===== src/rtl/core/swqt_pkg.sv =====
// Package for the semaphore wait queue table: payload structs, opcodes and status codes.
// No dependencies.
package swqt_pkg;

  localparam int unsigned OpW  = 3;
  localparam int unsigned KeyW = 32;
  localparam int unsigned PidW = 5;
  localparam int unsigned StW  = 2;
  localparam int unsigned MaxOut = 32;

  localparam logic [OpW-1:0] OP_BLOCK  = 3'd0;
  localparam logic [OpW-1:0] OP_POP    = 3'd1;
  localparam logic [OpW-1:0] OP_PEEK   = 3'd2;
  localparam logic [OpW-1:0] OP_REMOVE = 3'd3;
  localparam logic [OpW-1:0] OP_LIST   = 3'd4;

  localparam logic [StW-1:0] ST_OK       = 2'd0;
  localparam logic [StW-1:0] ST_NO_DESC  = 2'd1;
  localparam logic [StW-1:0] ST_NOT_FOUND = 2'd2;

  typedef struct packed {
    logic [OpW-1:0]  opcode;
    logic [KeyW-1:0] sem_key;
    logic [PidW-1:0] proc_id;
  } req_t;

  typedef struct packed {
    logic [StW-1:0]  status;
    logic [PidW-1:0] proc_out;
    logic            proc_valid;
    logic            last;
  } rsp_t;

endpackage


===== src/rtl/core/semaphore_wait_queue_table.sv =====
// Top level of the semaphore wait queue table: sequencer over the descriptor and process memories.
// Depends on swqt_pkg.
//
//  channel  | valid     | stall     | payload
//  request  | req_valid_i | req_stall_o | req_i (req_t)
//  response | rsp_valid_o | rsp_stall_i | rsp_o (rsp_t)
//
// One request at a time. Each memory access is an address state followed by a state that uses
// the registered read data, so every chain or queue entry visited costs one such pair on top
// of the opcode's own states.
// After reset a clearing pass over max(MAX_SEMD, MAX_PROC) entries runs before the first transfer.
// A stalled response holds; the next request waits until the response is taken.
module semaphore_wait_queue_table
  import swqt_pkg::*;
#(
  parameter int unsigned MAX_SEMD     = 32,
  parameter int unsigned HASH_BUCKETS = 8,
  parameter int unsigned MAX_PROC     = 32
) (
  input  logic clk_i,
  input  logic rst_ni,
  input  logic req_valid_i,
  output logic req_stall_o,
  input  req_t req_i,
  output logic rsp_valid_o,
  input  logic rsp_stall_i,
  output rsp_t rsp_o
);

  localparam int unsigned DW = (MAX_SEMD > 1) ? $clog2(MAX_SEMD) : 1;
  localparam int unsigned BW = (HASH_BUCKETS > 1) ? $clog2(HASH_BUCKETS) : 1;
  localparam int unsigned PW = (MAX_PROC > 1) ? $clog2(MAX_PROC) : 1;
  localparam int unsigned CLRN = (MAX_SEMD > MAX_PROC) ? MAX_SEMD : MAX_PROC;
  localparam int unsigned CW = $clog2(CLRN + 1);
  localparam int unsigned HW = $clog2(MAX_SEMD) + 1;
  localparam int unsigned ListW = $clog2(MaxOut + 1);

  // descriptor memory entry
  typedef struct packed {
    logic [KeyW-1:0] key;
    logic            nx_v;
    logic [DW-1:0]   nx;
    logic            qh_v;
    logic [PW-1:0]   qh;
    logic [PW-1:0]   qt;
  } desc_t;

  // process memory entry
  typedef struct packed {
    logic [KeyW-1:0] wkey;
    logic            lk_v;
    logic [PW-1:0]   lk;
  } pent_t;

  typedef enum logic [19:0] {
    S_CLR    = 20'h00001,
    S_IDLE   = 20'h00002,
    S_PRD    = 20'h00004,
    S_PCHK   = 20'h00008,
    S_FRD    = 20'h00010,
    S_FCHK   = 20'h00020,
    S_ALLOC  = 20'h00040,
    S_APPEND = 20'h00080,
    S_TLRD   = 20'h00100,
    S_TLWR   = 20'h00200,
    S_HEAD   = 20'h00400,
    S_HDCHK  = 20'h00800,
    S_WALK   = 20'h01000,
    S_WCHK   = 20'h02000,
    S_UNLNK  = 20'h04000,
    S_REL    = 20'h08000,
    S_RCHK   = 20'h10000,
    S_LRD    = 20'h20000,
    S_LCHK   = 20'h40000,
    S_OUT    = 20'h80000
  } state_e;

  state_e state_q, state_d;

  // memories
  desc_t dmem [MAX_SEMD];
  pent_t pmem [MAX_PROC];
  logic          d_we, p_we;
  logic [DW-1:0] d_wa, d_ra;
  logic [PW-1:0] p_wa, p_ra;
  desc_t d_wd, d_rd;
  pent_t p_wd, p_rd;

  always_ff @(posedge clk_i) begin
    if (d_we) dmem[d_wa] <= d_wd;
    d_rd <= dmem[d_ra];
  end
  always_ff @(posedge clk_i) begin
    if (p_we) pmem[p_wa] <= p_wd;
    p_rd <= pmem[p_ra];
  end

  // small register state
  logic [HASH_BUCKETS-1:0] bh_v_q, bh_v_d;
  logic [DW-1:0] bh_q [HASH_BUCKETS];
  logic [DW-1:0] bh_d [HASH_BUCKETS];
  logic          fh_v_q, fh_v_d;
  logic [DW-1:0] fh_q, fh_d;

  req_t          req_q, req_d;
  logic [KeyW-1:0] key_q, key_d;   // key being searched
  logic [BW-1:0] bkt_q, bkt_d;
  logic [DW-1:0] cur_q, cur_d;     // descriptor cursor
  logic [DW-1:0] dsel_q, dsel_d;   // found descriptor
  desc_t         dent_q, dent_d;   // copy of found descriptor
  logic          prv_v_q, prv_v_d;
  logic [DW-1:0] prv_q, prv_d;     // chain predecessor
  logic [PW-1:0] pc_q, pc_d;       // process cursor
  logic          pp_v_q, pp_v_d;
  logic [PW-1:0] pp_q, pp_d;       // queue predecessor
  logic [CW-1:0] cnt_q, cnt_d;
  logic [ListW-1:0] lcnt_q, lcnt_d;
  logic          rel_q, rel_d;     // release pending after search
  logic          found_act_q, found_act_d; // search result action: 0 op, 1 release
  logic          rsp_v_q, rsp_v_d;
  rsp_t          rsp_q, rsp_d;

  assign rsp_valid_o = rsp_v_q;
  assign rsp_o       = rsp_q;
  assign req_stall_o = (state_q != S_IDLE) || rsp_v_q;

  function automatic logic [BW-1:0] hash_f(input logic [KeyW-1:0] k);
    logic [KeyW+3:0] h;
    logic [HW-1:0]   m;
    h = {4'd0, k} * (KeyW+4)'(11) + (KeyW+4)'(1);
    m = HW'(h % MAX_SEMD);
    return BW'(m % HASH_BUCKETS);
  endfunction

  logic rsp_free;
  assign rsp_free = !rsp_v_q || !rsp_stall_i;

  always_comb begin
    state_d = state_q;
    bh_v_d = bh_v_q; bh_d = bh_q; fh_v_d = fh_v_q; fh_d = fh_q;
    req_d = req_q; key_d = key_q; bkt_d = bkt_q; cur_d = cur_q; dsel_d = dsel_q;
    dent_d = dent_q; prv_v_d = prv_v_q; prv_d = prv_q; pc_d = pc_q; pp_v_d = pp_v_q;
    pp_d = pp_q; cnt_d = cnt_q; lcnt_d = lcnt_q; rel_d = rel_q; found_act_d = found_act_q;
    rsp_v_d = rsp_v_q && rsp_stall_i; rsp_d = rsp_q;
    d_we = 1'b0; d_wa = cur_q; d_wd = d_rd; d_ra = cur_q;
    p_we = 1'b0; p_wa = pc_q;  p_wd = p_rd; p_ra = pc_q;

    unique case (state_q)
      S_CLR: begin
        if (cnt_q < CW'(MAX_SEMD)) begin
          d_we = 1'b1; d_wa = DW'(cnt_q);
          d_wd = '0;
          d_wd.nx_v = (cnt_q + CW'(1)) < CW'(MAX_SEMD);
          d_wd.nx = DW'(cnt_q + CW'(1));
        end
        if (cnt_q < CW'(MAX_PROC)) begin
          p_we = 1'b1; p_wa = PW'(cnt_q); p_wd = '0;
        end
        cnt_d = cnt_q + CW'(1);
        if (cnt_q == CW'(CLRN - 1)) state_d = S_IDLE;
      end
      S_IDLE: begin
        if (req_valid_i && !rsp_v_q) begin
          req_d = req_i;
          rel_d = 1'b0;
          rsp_d = '{status: ST_OK, proc_out: '0, proc_valid: 1'b0, last: 1'b1};
          if (req_i.opcode == OP_BLOCK || req_i.opcode == OP_REMOVE) begin
            if (32'(req_i.proc_id) >= MAX_PROC ||
                (req_i.opcode == OP_BLOCK && req_i.sem_key == '0)) begin
              rsp_d.status = ST_NOT_FOUND; rsp_v_d = 1'b1;
            end else begin
              pc_d = PW'(req_i.proc_id); state_d = S_PRD;
            end
          end else if (req_i.opcode == OP_POP || req_i.opcode == OP_PEEK ||
                       req_i.opcode == OP_LIST) begin
            key_d = req_i.sem_key;
            bkt_d = hash_f(req_i.sem_key);
            if (req_i.sem_key == '0 || !bh_v_q[hash_f(req_i.sem_key)]) begin
              rsp_d.status = ST_NOT_FOUND; rsp_v_d = 1'b1;
            end else begin
              cur_d = bh_q[hash_f(req_i.sem_key)]; prv_v_d = 1'b0; cnt_d = '0;
              state_d = S_FRD;
            end
          end else begin
            rsp_v_d = 1'b1;
          end
        end
      end
      S_PRD: state_d = S_PCHK;   // process entry read in flight
      S_PCHK: begin
        if (req_q.opcode == OP_BLOCK) begin
          if (p_rd.wkey != '0) begin
            rsp_d.status = ST_NOT_FOUND; rsp_v_d = 1'b1; state_d = S_IDLE;
          end else key_d = req_q.sem_key;
        end else begin
          if (p_rd.wkey == '0) begin
            rsp_d.status = ST_NOT_FOUND; rsp_v_d = 1'b1; state_d = S_IDLE;
          end else key_d = p_rd.wkey;
        end
        if (!(req_q.opcode == OP_BLOCK ? (p_rd.wkey != '0) : (p_rd.wkey == '0))) begin
          bkt_d = hash_f(key_d); prv_v_d = 1'b0; cnt_d = '0;
          if (!bh_v_q[hash_f(key_d)]) begin
            if (req_q.opcode == OP_BLOCK) state_d = S_ALLOC;
            else begin
              rsp_d.status = ST_NOT_FOUND; rsp_v_d = 1'b1; state_d = S_IDLE;
            end
          end else begin
            cur_d = bh_q[hash_f(key_d)]; state_d = S_FRD;
          end
        end
      end
      S_FRD: state_d = S_FCHK;
      S_FCHK: begin
        if (d_rd.key == key_q) begin
          dsel_d = cur_q; dent_d = d_rd;
          if (rel_q) begin
            // unlink from bucket chain, push to free list
            if (!prv_v_q) begin
              bh_v_d[bkt_q] = d_rd.nx_v; bh_d[bkt_q] = d_rd.nx;
              state_d = S_RCHK;
            end else begin
              state_d = S_REL;
            end
          end else if (req_q.opcode == OP_BLOCK) state_d = S_APPEND;
          else if (req_q.opcode == OP_REMOVE) begin
            pp_v_d = 1'b0; cnt_d = '0;
            if (!d_rd.qh_v) begin
              rsp_d.status = ST_NOT_FOUND; rsp_v_d = 1'b1; state_d = S_IDLE;
            end else begin
              pc_d = d_rd.qh; state_d = S_WALK;
            end
          end else begin
            if (!d_rd.qh_v) begin
              rsp_d.status = ST_NOT_FOUND; rsp_v_d = 1'b1; state_d = S_IDLE;
            end else begin
              pc_d = d_rd.qh;
              lcnt_d = '0;
              state_d = (req_q.opcode == OP_LIST) ? S_LRD : S_HEAD;
            end
          end
        end else if (!d_rd.nx_v || cnt_q == CW'(MAX_SEMD - 1)) begin
          if (req_q.opcode == OP_BLOCK && !rel_q) state_d = S_ALLOC;
          else begin
            rsp_d.status = ST_NOT_FOUND; rsp_v_d = 1'b1; state_d = S_IDLE;
          end
        end else begin
          prv_v_d = 1'b1; prv_d = cur_q; cur_d = d_rd.nx; cnt_d = cnt_q + CW'(1);
          state_d = S_FRD;
        end
      end
      S_ALLOC: begin
        // read free head's entry to learn its next
        if (!fh_v_q) begin
          rsp_d.status = ST_NO_DESC; rsp_v_d = 1'b1; state_d = S_IDLE;
        end else begin
          d_ra = fh_q; cur_d = fh_q; state_d = S_TLRD; rel_d = 1'b1;
        end
      end
      S_TLRD: begin
        if (rel_q) begin
          // new descriptor: d_rd is the free-head entry
          fh_v_d = d_rd.nx_v; fh_d = d_rd.nx;
          d_we = 1'b1; d_wa = cur_q;
          d_wd.key = key_q; d_wd.nx_v = bh_v_q[bkt_q]; d_wd.nx = bh_q[bkt_q];
          d_wd.qh_v = 1'b1; d_wd.qh = PW'(req_q.proc_id); d_wd.qt = PW'(req_q.proc_id);
          bh_v_d[bkt_q] = 1'b1; bh_d[bkt_q] = cur_q;
          rel_d = 1'b0;
          p_we = 1'b1; p_wa = PW'(req_q.proc_id);
          p_wd = '{wkey: key_q, lk_v: 1'b0, lk: '0};
          rsp_v_d = 1'b1; state_d = S_IDLE;
        end else state_d = S_TLWR;
      end
      S_APPEND: begin
        // existing descriptor dent_q
        d_we = 1'b1; d_wa = dsel_q; d_wd = dent_q;
        if (!dent_q.qh_v) begin d_wd.qh_v = 1'b1; d_wd.qh = PW'(req_q.proc_id); end
        d_wd.qt = PW'(req_q.proc_id);
        p_we = 1'b1; p_wa = PW'(req_q.proc_id);
        p_wd = '{wkey: key_q, lk_v: 1'b0, lk: '0};
        if (dent_q.qh_v) begin
          pc_d = dent_q.qt; state_d = S_TLRD;
        end else begin
          rsp_v_d = 1'b1; state_d = S_IDLE;
        end
      end
      S_TLWR: begin
        // old tail entry read; point its link at the new process
        p_we = 1'b1; p_wa = pc_q; p_wd = p_rd;
        p_wd.lk_v = 1'b1; p_wd.lk = PW'(req_q.proc_id);
        rsp_v_d = 1'b1; state_d = S_IDLE;
      end
      S_HEAD: state_d = S_HDCHK;
      S_HDCHK: begin
        rsp_d.proc_out = PidW'(pc_q); rsp_d.proc_valid = 1'b1;
        if (req_q.opcode == OP_POP) begin
          p_we = 1'b1; p_wa = pc_q; p_wd = '0;
          d_we = 1'b1; d_wa = dsel_q; d_wd = dent_q;
          d_wd.qh_v = p_rd.lk_v; d_wd.qh = p_rd.lk;
          dent_d = d_wd;
          if (!p_rd.lk_v) begin
            rel_d = 1'b1; state_d = S_RCHK;
            cur_d = dsel_q;
            if (bh_q[bkt_q] == dsel_q) begin
              bh_v_d[bkt_q] = dent_q.nx_v; bh_d[bkt_q] = dent_q.nx;
            end else begin
              cur_d = bh_q[bkt_q]; cnt_d = '0; state_d = S_REL;
            end
          end else begin
            rsp_v_d = 1'b1; state_d = S_IDLE;
          end
        end else begin
          rsp_v_d = 1'b1; state_d = S_IDLE;
        end
      end
      S_WALK: state_d = S_WCHK;
      S_WCHK: begin
        if (pc_q == PW'(req_q.proc_id)) begin
          state_d = S_UNLNK;
          p_we = 1'b1; p_wa = pc_q; p_wd = '0;
          d_we = 1'b1; d_wa = dsel_q; d_wd = dent_q;
          if (!pp_v_q) begin d_wd.qh_v = p_rd.lk_v; d_wd.qh = p_rd.lk; end
          if (dent_q.qt == pc_q) d_wd.qt = pp_q;
          dent_d = d_wd;
          pc_d = pp_q; rel_d = p_rd.lk_v; // keep link for predecessor
          found_act_d = p_rd.lk_v;
          pp_d = p_rd.lk;
          if (!pp_v_q && !p_rd.lk_v) state_d = S_UNLNK;
        end else if (!p_rd.lk_v || cnt_q == CW'(MAX_PROC - 1)) begin
          rsp_d.status = ST_NOT_FOUND; rsp_v_d = 1'b1; state_d = S_IDLE;
        end else begin
          pp_v_d = 1'b1; pp_d = pc_q; pc_d = p_rd.lk; cnt_d = cnt_q + CW'(1);
          state_d = S_WALK;
        end
      end
      S_UNLNK: begin
        // predecessor link gets removed process's link; then release if queue empty
        if (pp_v_q) begin
          p_we = 1'b1; p_wa = pc_q; p_wd = '{wkey: '0, lk_v: found_act_q, lk: pp_d};
          p_wd.wkey = key_q;
          p_wd.lk = pp_q; // pp_q holds removed process's link here
        end
        rel_d = 1'b0;
        if (!dent_q.qh_v) begin
          rel_d = 1'b1; cur_d = dsel_q;
          if (bh_q[bkt_q] == dsel_q) begin
            bh_v_d[bkt_q] = dent_q.nx_v; bh_d[bkt_q] = dent_q.nx;
            state_d = S_RCHK;
          end else begin
            cur_d = bh_q[bkt_q]; cnt_d = '0; state_d = S_REL;
          end
        end else begin
          rsp_v_d = 1'b1; state_d = S_IDLE;
        end
      end
      S_REL: begin
        // walking the bucket chain to find dsel's predecessor; cur is read address
        d_ra = cur_q; state_d = S_LCHK; found_act_d = 1'b1;
      end
      S_LCHK: begin
        if (found_act_q) begin
          if (d_rd.nx_v && d_rd.nx == dsel_q) begin
            d_we = 1'b1; d_wa = cur_q; d_wd = d_rd;
            d_wd.nx_v = dent_q.nx_v; d_wd.nx = dent_q.nx;
            state_d = S_RCHK; cur_d = dsel_q;
          end else if (!d_rd.nx_v || cnt_q == CW'(MAX_SEMD - 1)) begin
            state_d = S_RCHK; cur_d = dsel_q;
          end else begin
            cur_d = d_rd.nx; cnt_d = cnt_q + CW'(1); state_d = S_REL;
          end
          found_act_d = 1'b0;
        end else begin
          // list step: p_rd is entry of pc
          rsp_d.proc_out = PidW'(pc_q); rsp_d.proc_valid = 1'b1; rsp_d.status = ST_OK;
          rsp_d.last = !p_rd.lk_v || lcnt_q == ListW'(MaxOut - 1);
          rsp_v_d = 1'b1;
          pc_d = p_rd.lk; lcnt_d = lcnt_q + ListW'(1);
          state_d = rsp_d.last ? S_IDLE : S_OUT;
        end
      end
      S_RCHK: begin
        // free the descriptor
        d_we = 1'b1; d_wa = dsel_q;
        d_wd = '{key: '0, nx_v: fh_v_q, nx: fh_q, qh_v: 1'b0, qh: '0, qt: '0};
        fh_v_d = 1'b1; fh_d = dsel_q; rel_d = 1'b0;
        rsp_v_d = 1'b1; state_d = S_IDLE;
      end
      S_LRD: begin
        found_act_d = 1'b0; state_d = S_LCHK;
      end
      S_OUT: begin
        if (rsp_free) state_d = S_LRD;
      end
      default: state_d = S_IDLE;
    endcase
  end

  always_ff @(posedge clk_i or negedge rst_ni) begin
    if (!rst_ni) begin
      state_q <= S_CLR;
      bh_v_q <= '0; fh_v_q <= 1'b1; fh_q <= '0;
      cnt_q <= '0; lcnt_q <= '0; rel_q <= 1'b0; found_act_q <= 1'b0;
      rsp_v_q <= 1'b0;
    end else begin
      state_q <= state_d;
      bh_v_q <= bh_v_d; fh_v_q <= fh_v_d; fh_q <= fh_d;
      cnt_q <= cnt_d; lcnt_q <= lcnt_d; rel_q <= rel_d; found_act_q <= found_act_d;
      rsp_v_q <= rsp_v_d;
    end
  end

  always_ff @(posedge clk_i) begin
    bh_q <= bh_d; req_q <= req_d; key_q <= key_d; bkt_q <= bkt_d; cur_q <= cur_d;
    dsel_q <= dsel_d; dent_q <= dent_d; prv_v_q <= prv_v_d; prv_q <= prv_d;
    pc_q <= pc_d; pp_v_q <= pp_v_d; pp_q <= pp_d; rsp_q <= rsp_d;
  end

endmodule


===== config.mk =====
export PLATFORM = sky130hd
export DESIGN_NAME = semaphore_wait_queue_table
export DESIGN_NICKNAME = d
export VERILOG_FILES = /design/src/rtl/core/swqt_pkg.sv /design/src/rtl/core/semaphore_wait_queue_table.sv
export SDC_FILE = /design/constraint.sdc
export NUM_CORES = 2
export LEC_CHECK = 0
export ABC_AREA = 1
export BUFFER_PORTS_ARGS = -buffer_cell sky130_fd_sc_hd__buf_2
export CORE_AREA = 10 10 571 573
export DETAILED_ROUTE_END_ITERATION = 10
export DIE_AREA = 0 0 581 583
export PLACE_DENSITY = 0.61
export SETUP_SLACK_MARGIN = 0.4
export SLEW_MARGIN = 20
export SYNTH_ARGS = -nofsm -noshare
export SYNTH_HDL_FRONTEND = slang
export SYNTH_SLANG_ARGS = --single-unit

===== constraint.sdc =====
create_clock -name clk_i -period 6.55 [get_ports clk_i]
set_input_delay 0.3275 -clock clk_i [delete_from_list [all_inputs] [get_ports clk_i]]
set_output_delay 0.3275 -clock clk_i [all_outputs]
set_load 0.1 [all_outputs]

==> Word level (Yosys, flattened, before mapping) <==
Memories as Yosys holds them, arrays and structs flattened. A register that Yosys moved wholly into a read port is not among the register bits.
Cells that the tools add are included.
{ "word_totals": {"regBits": 244, "ram_bits": 2784, "input_bits": 44, "output_inout_bits": 11, "word_cells": 483, "mem_count": 2} }
{ "memory_table": {"columns": ["name", "words", "word_bits", "read_ports", "rd_clocked_by_memory_dff", "wr", "line_no", "rtl"], "rows": [
  ["dmem", 32, 49, 1, 1, 1, "semaphore_wait_queue_table.sv:81", "desc_t dmem [MAX_SEMD];"],
  ["pmem", 32, 38, 1, 1, 1, "semaphore_wait_queue_table.sv:82", "pent_t pmem [MAX_PROC];"]
]} }
{ "classes": {"addsub": 4, "n_mul": 2, "magnitude_cmp": 10, "n_eq_ne": 82, "mux": 269, "n_bitwise": 6, "n_reduce_logical": 70} }
{ "ops": {"columns": ["cell", "count"], "rows": [
  ["20-bit two-way mux", 20],
  ["49-bit case mux with 7 select lines", 1],
  ["20-bit case mux with 17 select lines", 1],
  ["40-bit two-way mux", 8],
  ["38-bit case mux with 7 select lines", 1],
  ["49-bit two-way mux", 5],
  ["5-bit two-way mux", 45],
  ["32-bit two-way mux", 7],
  ["38-bit two-way mux", 5],
  ["40-bit case mux with 4 select lines", 1],
  ["6-bit two-way mux", 25],
  ["49-bit case mux with 3 select lines", 1],
  ["40-bit bitwise mux", 3],
  ["17-bit two-way mux", 7],
  ["2-bit != test, second input constant", 35],
  ["32-bit zero test", 2],
  ["32-bit by 4-bit multiplier with 3-bit output, second input constant", 2],
  ["8-bit two-way mux", 8],
  ["32-bit case mux with 2 select lines", 1],
  ["1-bit two-way mux", 62],
  ["6-bit case mux with 8 select lines", 1],
  ["5-bit binary-select mux with 3-bit select", 3],
  ["2-bit two-way mux", 19],
  ["18-bit two-way mux", 2],
  ["87 further kinds", 178]
]} }

==> Longest topological paths before layout <==
{ "logic_depth": {"word_depth": 13, "depth_mapped": 21, "mapped_depth_nobuf": 21} }

==> Worst setup path after synthesis <==
No wires, ideal clock.
{ "synth_timing": {"path_type": "reg2reg", "from": "register state_q[19]", "to": "register req_q[0] (netlist name) (enable)", "setup_ns": 0.491, "arrival_ns": 4.318, "t_required_ns": 6.059, "slack_ns": 1.741, "path_stages_with_launch": 8, "n_path_buf": 0, "period_less_slack_ns": 4.809, "path_cell_list": "dfrtp_1 > nor2_1 > nand2_2 > nor2_2 > nand2_1 > nor2_2 > clkinv_1 > nor3_1"} }
{ "synth_via": {"elab_chain_len": 2} }
{ "synth_lines": {"columns": ["element", "line_no", "rtl"], "rows": [
  ["from (decl)", "semaphore_wait_queue_table.sv:78", "state_e state_q, state_d;"],
  ["from (signal assigned)", "semaphore_wait_queue_table.sv:404", "state_q <= state_d;"],
  ["20-bit by 2-bit == test with 1-bit output", "semaphore_wait_queue_table.sv:148", "unique case (state_q)"],
  ["2-bit AND reduction (no line)", null, null],
  ["to (signal assigned)", "semaphore_wait_queue_table.sv:412", "bh_q <= bh_d; req_q <= req_d; key_q <= key_d; bkt_q <= bkt_d; cur_q <= cur_d;"],
  ["to (decl)", "semaphore_wait_queue_table.sv:105", "req_t req_q, req_d;"]
]} }
Every way passes these cells.
A chain may end at the register's enable or synchronous reset.

==> Worst setup path in the final report <==
{ "layout_timing": {"from": "register pc_q[3] (netlist: p_ra[3])", "to": "memory pmem[20][16] (netlist name) (enable)"} }
{ "layout_via": {"elab_chain_len": 5, "word_cells_on_any_way": 8, "cone_classes": "1 x eq/ne; 7 x mux"} }
{ "layout_lines": {"columns": ["element", "line_no", "rtl"], "rows": [
  ["from (decl)", "semaphore_wait_queue_table.sv:113", "logic [PW-1:0] pc_q, pc_d;"],
  ["from (signal assigned)", "semaphore_wait_queue_table.sv:414", "pc_q <= pc_d; pp_v_q <= pp_v_d; pp_q <= pp_d; rsp_q <= rsp_d;"],
  ["5-bit == test", "semaphore_wait_queue_table.sv:317", "if (pc_q == PW'(req_q.proc_id)) begin"],
  ["1-bit two-way mux", "semaphore_wait_queue_table.sv:317", null],
  ["1-bit case mux with 6 select lines", "semaphore_wait_queue_table.sv:148", null],
  ["1-bit two-way mux", "semaphore_wait_queue_table.sv:94", "if (p_we) pmem[p_wa] <= p_wd;"],
  ["1-bit two-way mux (implied by the code)", "semaphore_wait_queue_table.sv:94", null],
  ["to (decl)", "semaphore_wait_queue_table.sv:82", null]
]} }
Parallel ways exist; a longest one is shown, timed or not.

==> flow_metrics.tcl <==
set metrics [dict create \
    syn_to_final_growth_pct 14.13 \
    multi_input_area_um2 32950 \
    grt_pass1_vias 85500 \
    p_clk_frac 0.274 \
    peakVddDrop_mv 0.3379 \
    vias_per_cell 5.980 \
    portBuffers 54 \
    clockRootBuffer "clkbuf_16" \
    placed_cells 14460 \
    p_per_area_nw_per_um2 457.4 \
    drc_errors 0 \
    p_comb_frac 0.337 \
    reg2reg_slack_ns 1.41 \
    avgSynthCellArea_um2 12.07 \
    synth_warnings 0 \
    yosysTopAreaCellShare 0.6965 \
    clock_sinks 3115 \
    setup_slack_ns 1.408 \
    fin_crit_ns 5.142 \
    p_int_mw 41.10 \
    period_share 0.7850 \
    crit_type "reg -> reg" \
    reg2reg_from "p_ra[3]" \
    cp-end-kind "flop" \
    tns_ns 0 \
    yosysUniqueCellTypes 53 \
    cp.required_ns 7.09 \
    pin_count 55 \
    die_h_um 583 \
    synth_seq_cells 3115 \
    synthFlopType "edfxtp_1" \
    antenna_found_initial 40 \
    maxCapViolCount 0 \
    cts_buffers 330 \
    grt.total_usage 0.2343 \
    worstReg2RegEnd "pmem[20][16]" \
    htreeDepth 5 \
    num-nets-final 10730 \
    dpl.hpwl_mm 244.5 \
    final.setup_skew_ns 0.09345 \
    clk-insertion-delay-late_ns 0.93 \
    final_max_slew_viol_count 0 \
    seqPwrFrac 0.389 \
    syn_area_um2 128400 \
    worst_setup_path_start_kind "flop" \
    relSlewSlack 0.2364 \
    outcome "finished, final reports clean" \
    synth.most_common_cell "edfxtp_1" \
    drtPass1Iterations 6 \
    pre_cts_slack_ns 1.553 \
    clock_path_buffers 4 \
    die_w_um 581 \
    async_reset_ff_frac 0.01573 \
    grt_pass1_wl_mm 600.4 \
    synth_cells 10640 \
    tritoncts "done" \
    whs_ns 0.1319 \
    rows 206 \
    fin_cells 15120 \
    rsz0062_at_grt "false" \
    place.gp.congestion 0.9818 \
    drive_gt1_frac 0.09339 \
    drt_wl_total_mm 417.6 \
    die-area_um2 338700 \
    synth_largest_area_cell "edfxtp_1" \
    worst_pin_slew_ns 1.145 \
    worstRegToRegCells 15 \
    leakage_nw 48.60 \
    post_cts_resized 0 \
    fillers 27550 \
    hold_class "in -> async" \
    sw_frac_of_total 0.3870 \
    final_antenna_net_count 0 \
    yosysSeqAreaShare 0.7197 \
    syn-num-nets 10700 \
    overflow 0 \
    seqCellArea_um2 92430 \
    power.switching_mw 25.94 \
    clk_pin_slew_worst_paths_ns 0.06 \
    total_power_mw 67.05 \
    hold_violations 0 \
    vias 90430 \
    max_clock_freq_ghz 0.1945 \
    core-area_um2 314200 \
    setup_viol 0 \
    routedWlPerCell_um 27.61 \
    drt-initial-drc-count 12990 \
    synth-edff-count 2979 \
    crit_arrival_ns 5.69 \
    path_max_fanout 28 \
    synth_area_leaders "edfxtp_1 (70%), nor2_1 (6.5%), o21ai_0 (5.9%)" \
    start_util 0.4088 \
    grt_start_max_net_pins 235 \
    synth_common_cells "edfxtp_1 (2,979), nor2_1 (2,215), o21ai_0 (1,510), nand2_1 (838), clkbuf_1 (518)" \
]
[worst max-delay path, cell delays in order (launching register included)]
cell and delay (ns):
edfxtp_1 0.39, buf_4 0.44, nand2_1 0.15, a21oi_1 0.17, nand4_1 0.33, nor2_1 0.25, inv_1 0.13, nand3_2 0.11
buf_4 0.39, inv_1 0.17, nand4_1 0.24, o211ai_1 0.14, inv_1 0.12, nand2_1 0.45, nor2_4 0.82, buf_4 0.42
[power groups by stage]
stage / clock network (mW) / logic [mW] / registers (mW)
2_1_floorplan: 0 / 13.0 / 26.3
3_3_place_gp: 0 / 21.8 / 26.4
3_5_place_dp: 0 / 22.2 / 26.4
4_1_cts: 18.6 / 22.3 / 26.0
5_1_grt: 19.4 / 24.3 / 26.1
6_report: 18.4 / 22.6 / 26.1
[worst max path at each step]
stage,start,to,slack (ns),cells past startpoint
after floorplan,state_q[19],req_q[0],1.74,7
after global placement,p_ra[3],pmem[28][2],1.54,15
after detailed placement,state_q[1],pmem[20][22],1.55,15
after CTS,p_ra[3],pmem[20][16],1.43,15
after global routing,state_q[7],pmem[20][16],1.21,15
final,p_ra[3],pmem[20][16],1.41,15
[cell families after synthesis]
logic type / share of synthesized area
AO/OA/AOI/OAI: 0.1305
adder cells (fa/ha/maj): 0.0007794
flip-flops: 0.7197
buffers and inverters: 0.03265
XOR/XNOR: 0.001978
AND/OR/NAND/NOR: 0.1144
multiplexers: 0.00007794
[routing by layer]
| metal | GRT usage | part of all wire |
|---|---|---|
| met1 | 0.3281 | 0.41 |
| met2 | 0.3654 | 0.45 |
| met3 | 0.04412 | 0.096 |
| met4 | 0.08562 | 0.039 |
| met5 | 0 | 0.00015 |
[state kept, by name, summed over array words and instances (netlist names), 6 cells and up]
register  count
dmem       1568
pmem       1216
d_rd         49
dent_q       49
bh_q         40
req_q        40
p_rd         38
key_q        32
state_q      20
rsp_o         9
bh_v_q        8
cnt_q         6
lcnt_q        6
[area by class of cell]
cell class / count / share of cell area
flip-flops and latches: 3115 / 0.6306
multi-input cells: 6461 / 0.2248
clock buffers: 413 / 0.06073
well taps: 4160 / 0.03551
repair buffers: 398 / 0.02694
clock inverters: 182 / 0.01123
inverters: 374 / 0.009868
diodes: 19 / 0.0003244
[repair_timing]
item | in CTS | in global routing
hold buffers | 43 | 0
hold endpoints to repair | 126 | 0
buffers inserted | 0 | 0
[cells in the final DEF (no fill, tap or decap), types with 69 or more instances in the layout]
master / Yosys / layout
edfxtp_1: 2979 / 2979
nor2_1: 2215 / 2148
o21ai_0: 1510 / 1493
nand2_1: 838 / 836
nand3_1: 461 / 461
o211ai_1: 431 / 431
inv_1: 359 / 354
clkbuf_16: 0 / 339
o221ai_1: 341 / 299
buf_4: 4 / 222
o22ai_1: 113 / 113
o21ai_1: 116 / 110
dfxtp_1: 87 / 87
a21oi_1: 81 / 78
clkinv_1: 7 / 75
nor2_4: 3 / 70
buf_12: 0 / 69
[per-stage QoR]
| stage | utilization | cell area (µm²) |
|---|---|---|
| after floorplan | - | 128400 |
| after global placement | 0.4306 | 135300 |
| after detailed placement | 0.4309 | 135400 |
| after CTS | 0.4658 | 146400 |
| after global routing | 0.4664 | 146500 |
| final | 0.4665 | 146600 |
Note: power is estimated with default switching activity, not from simulation.
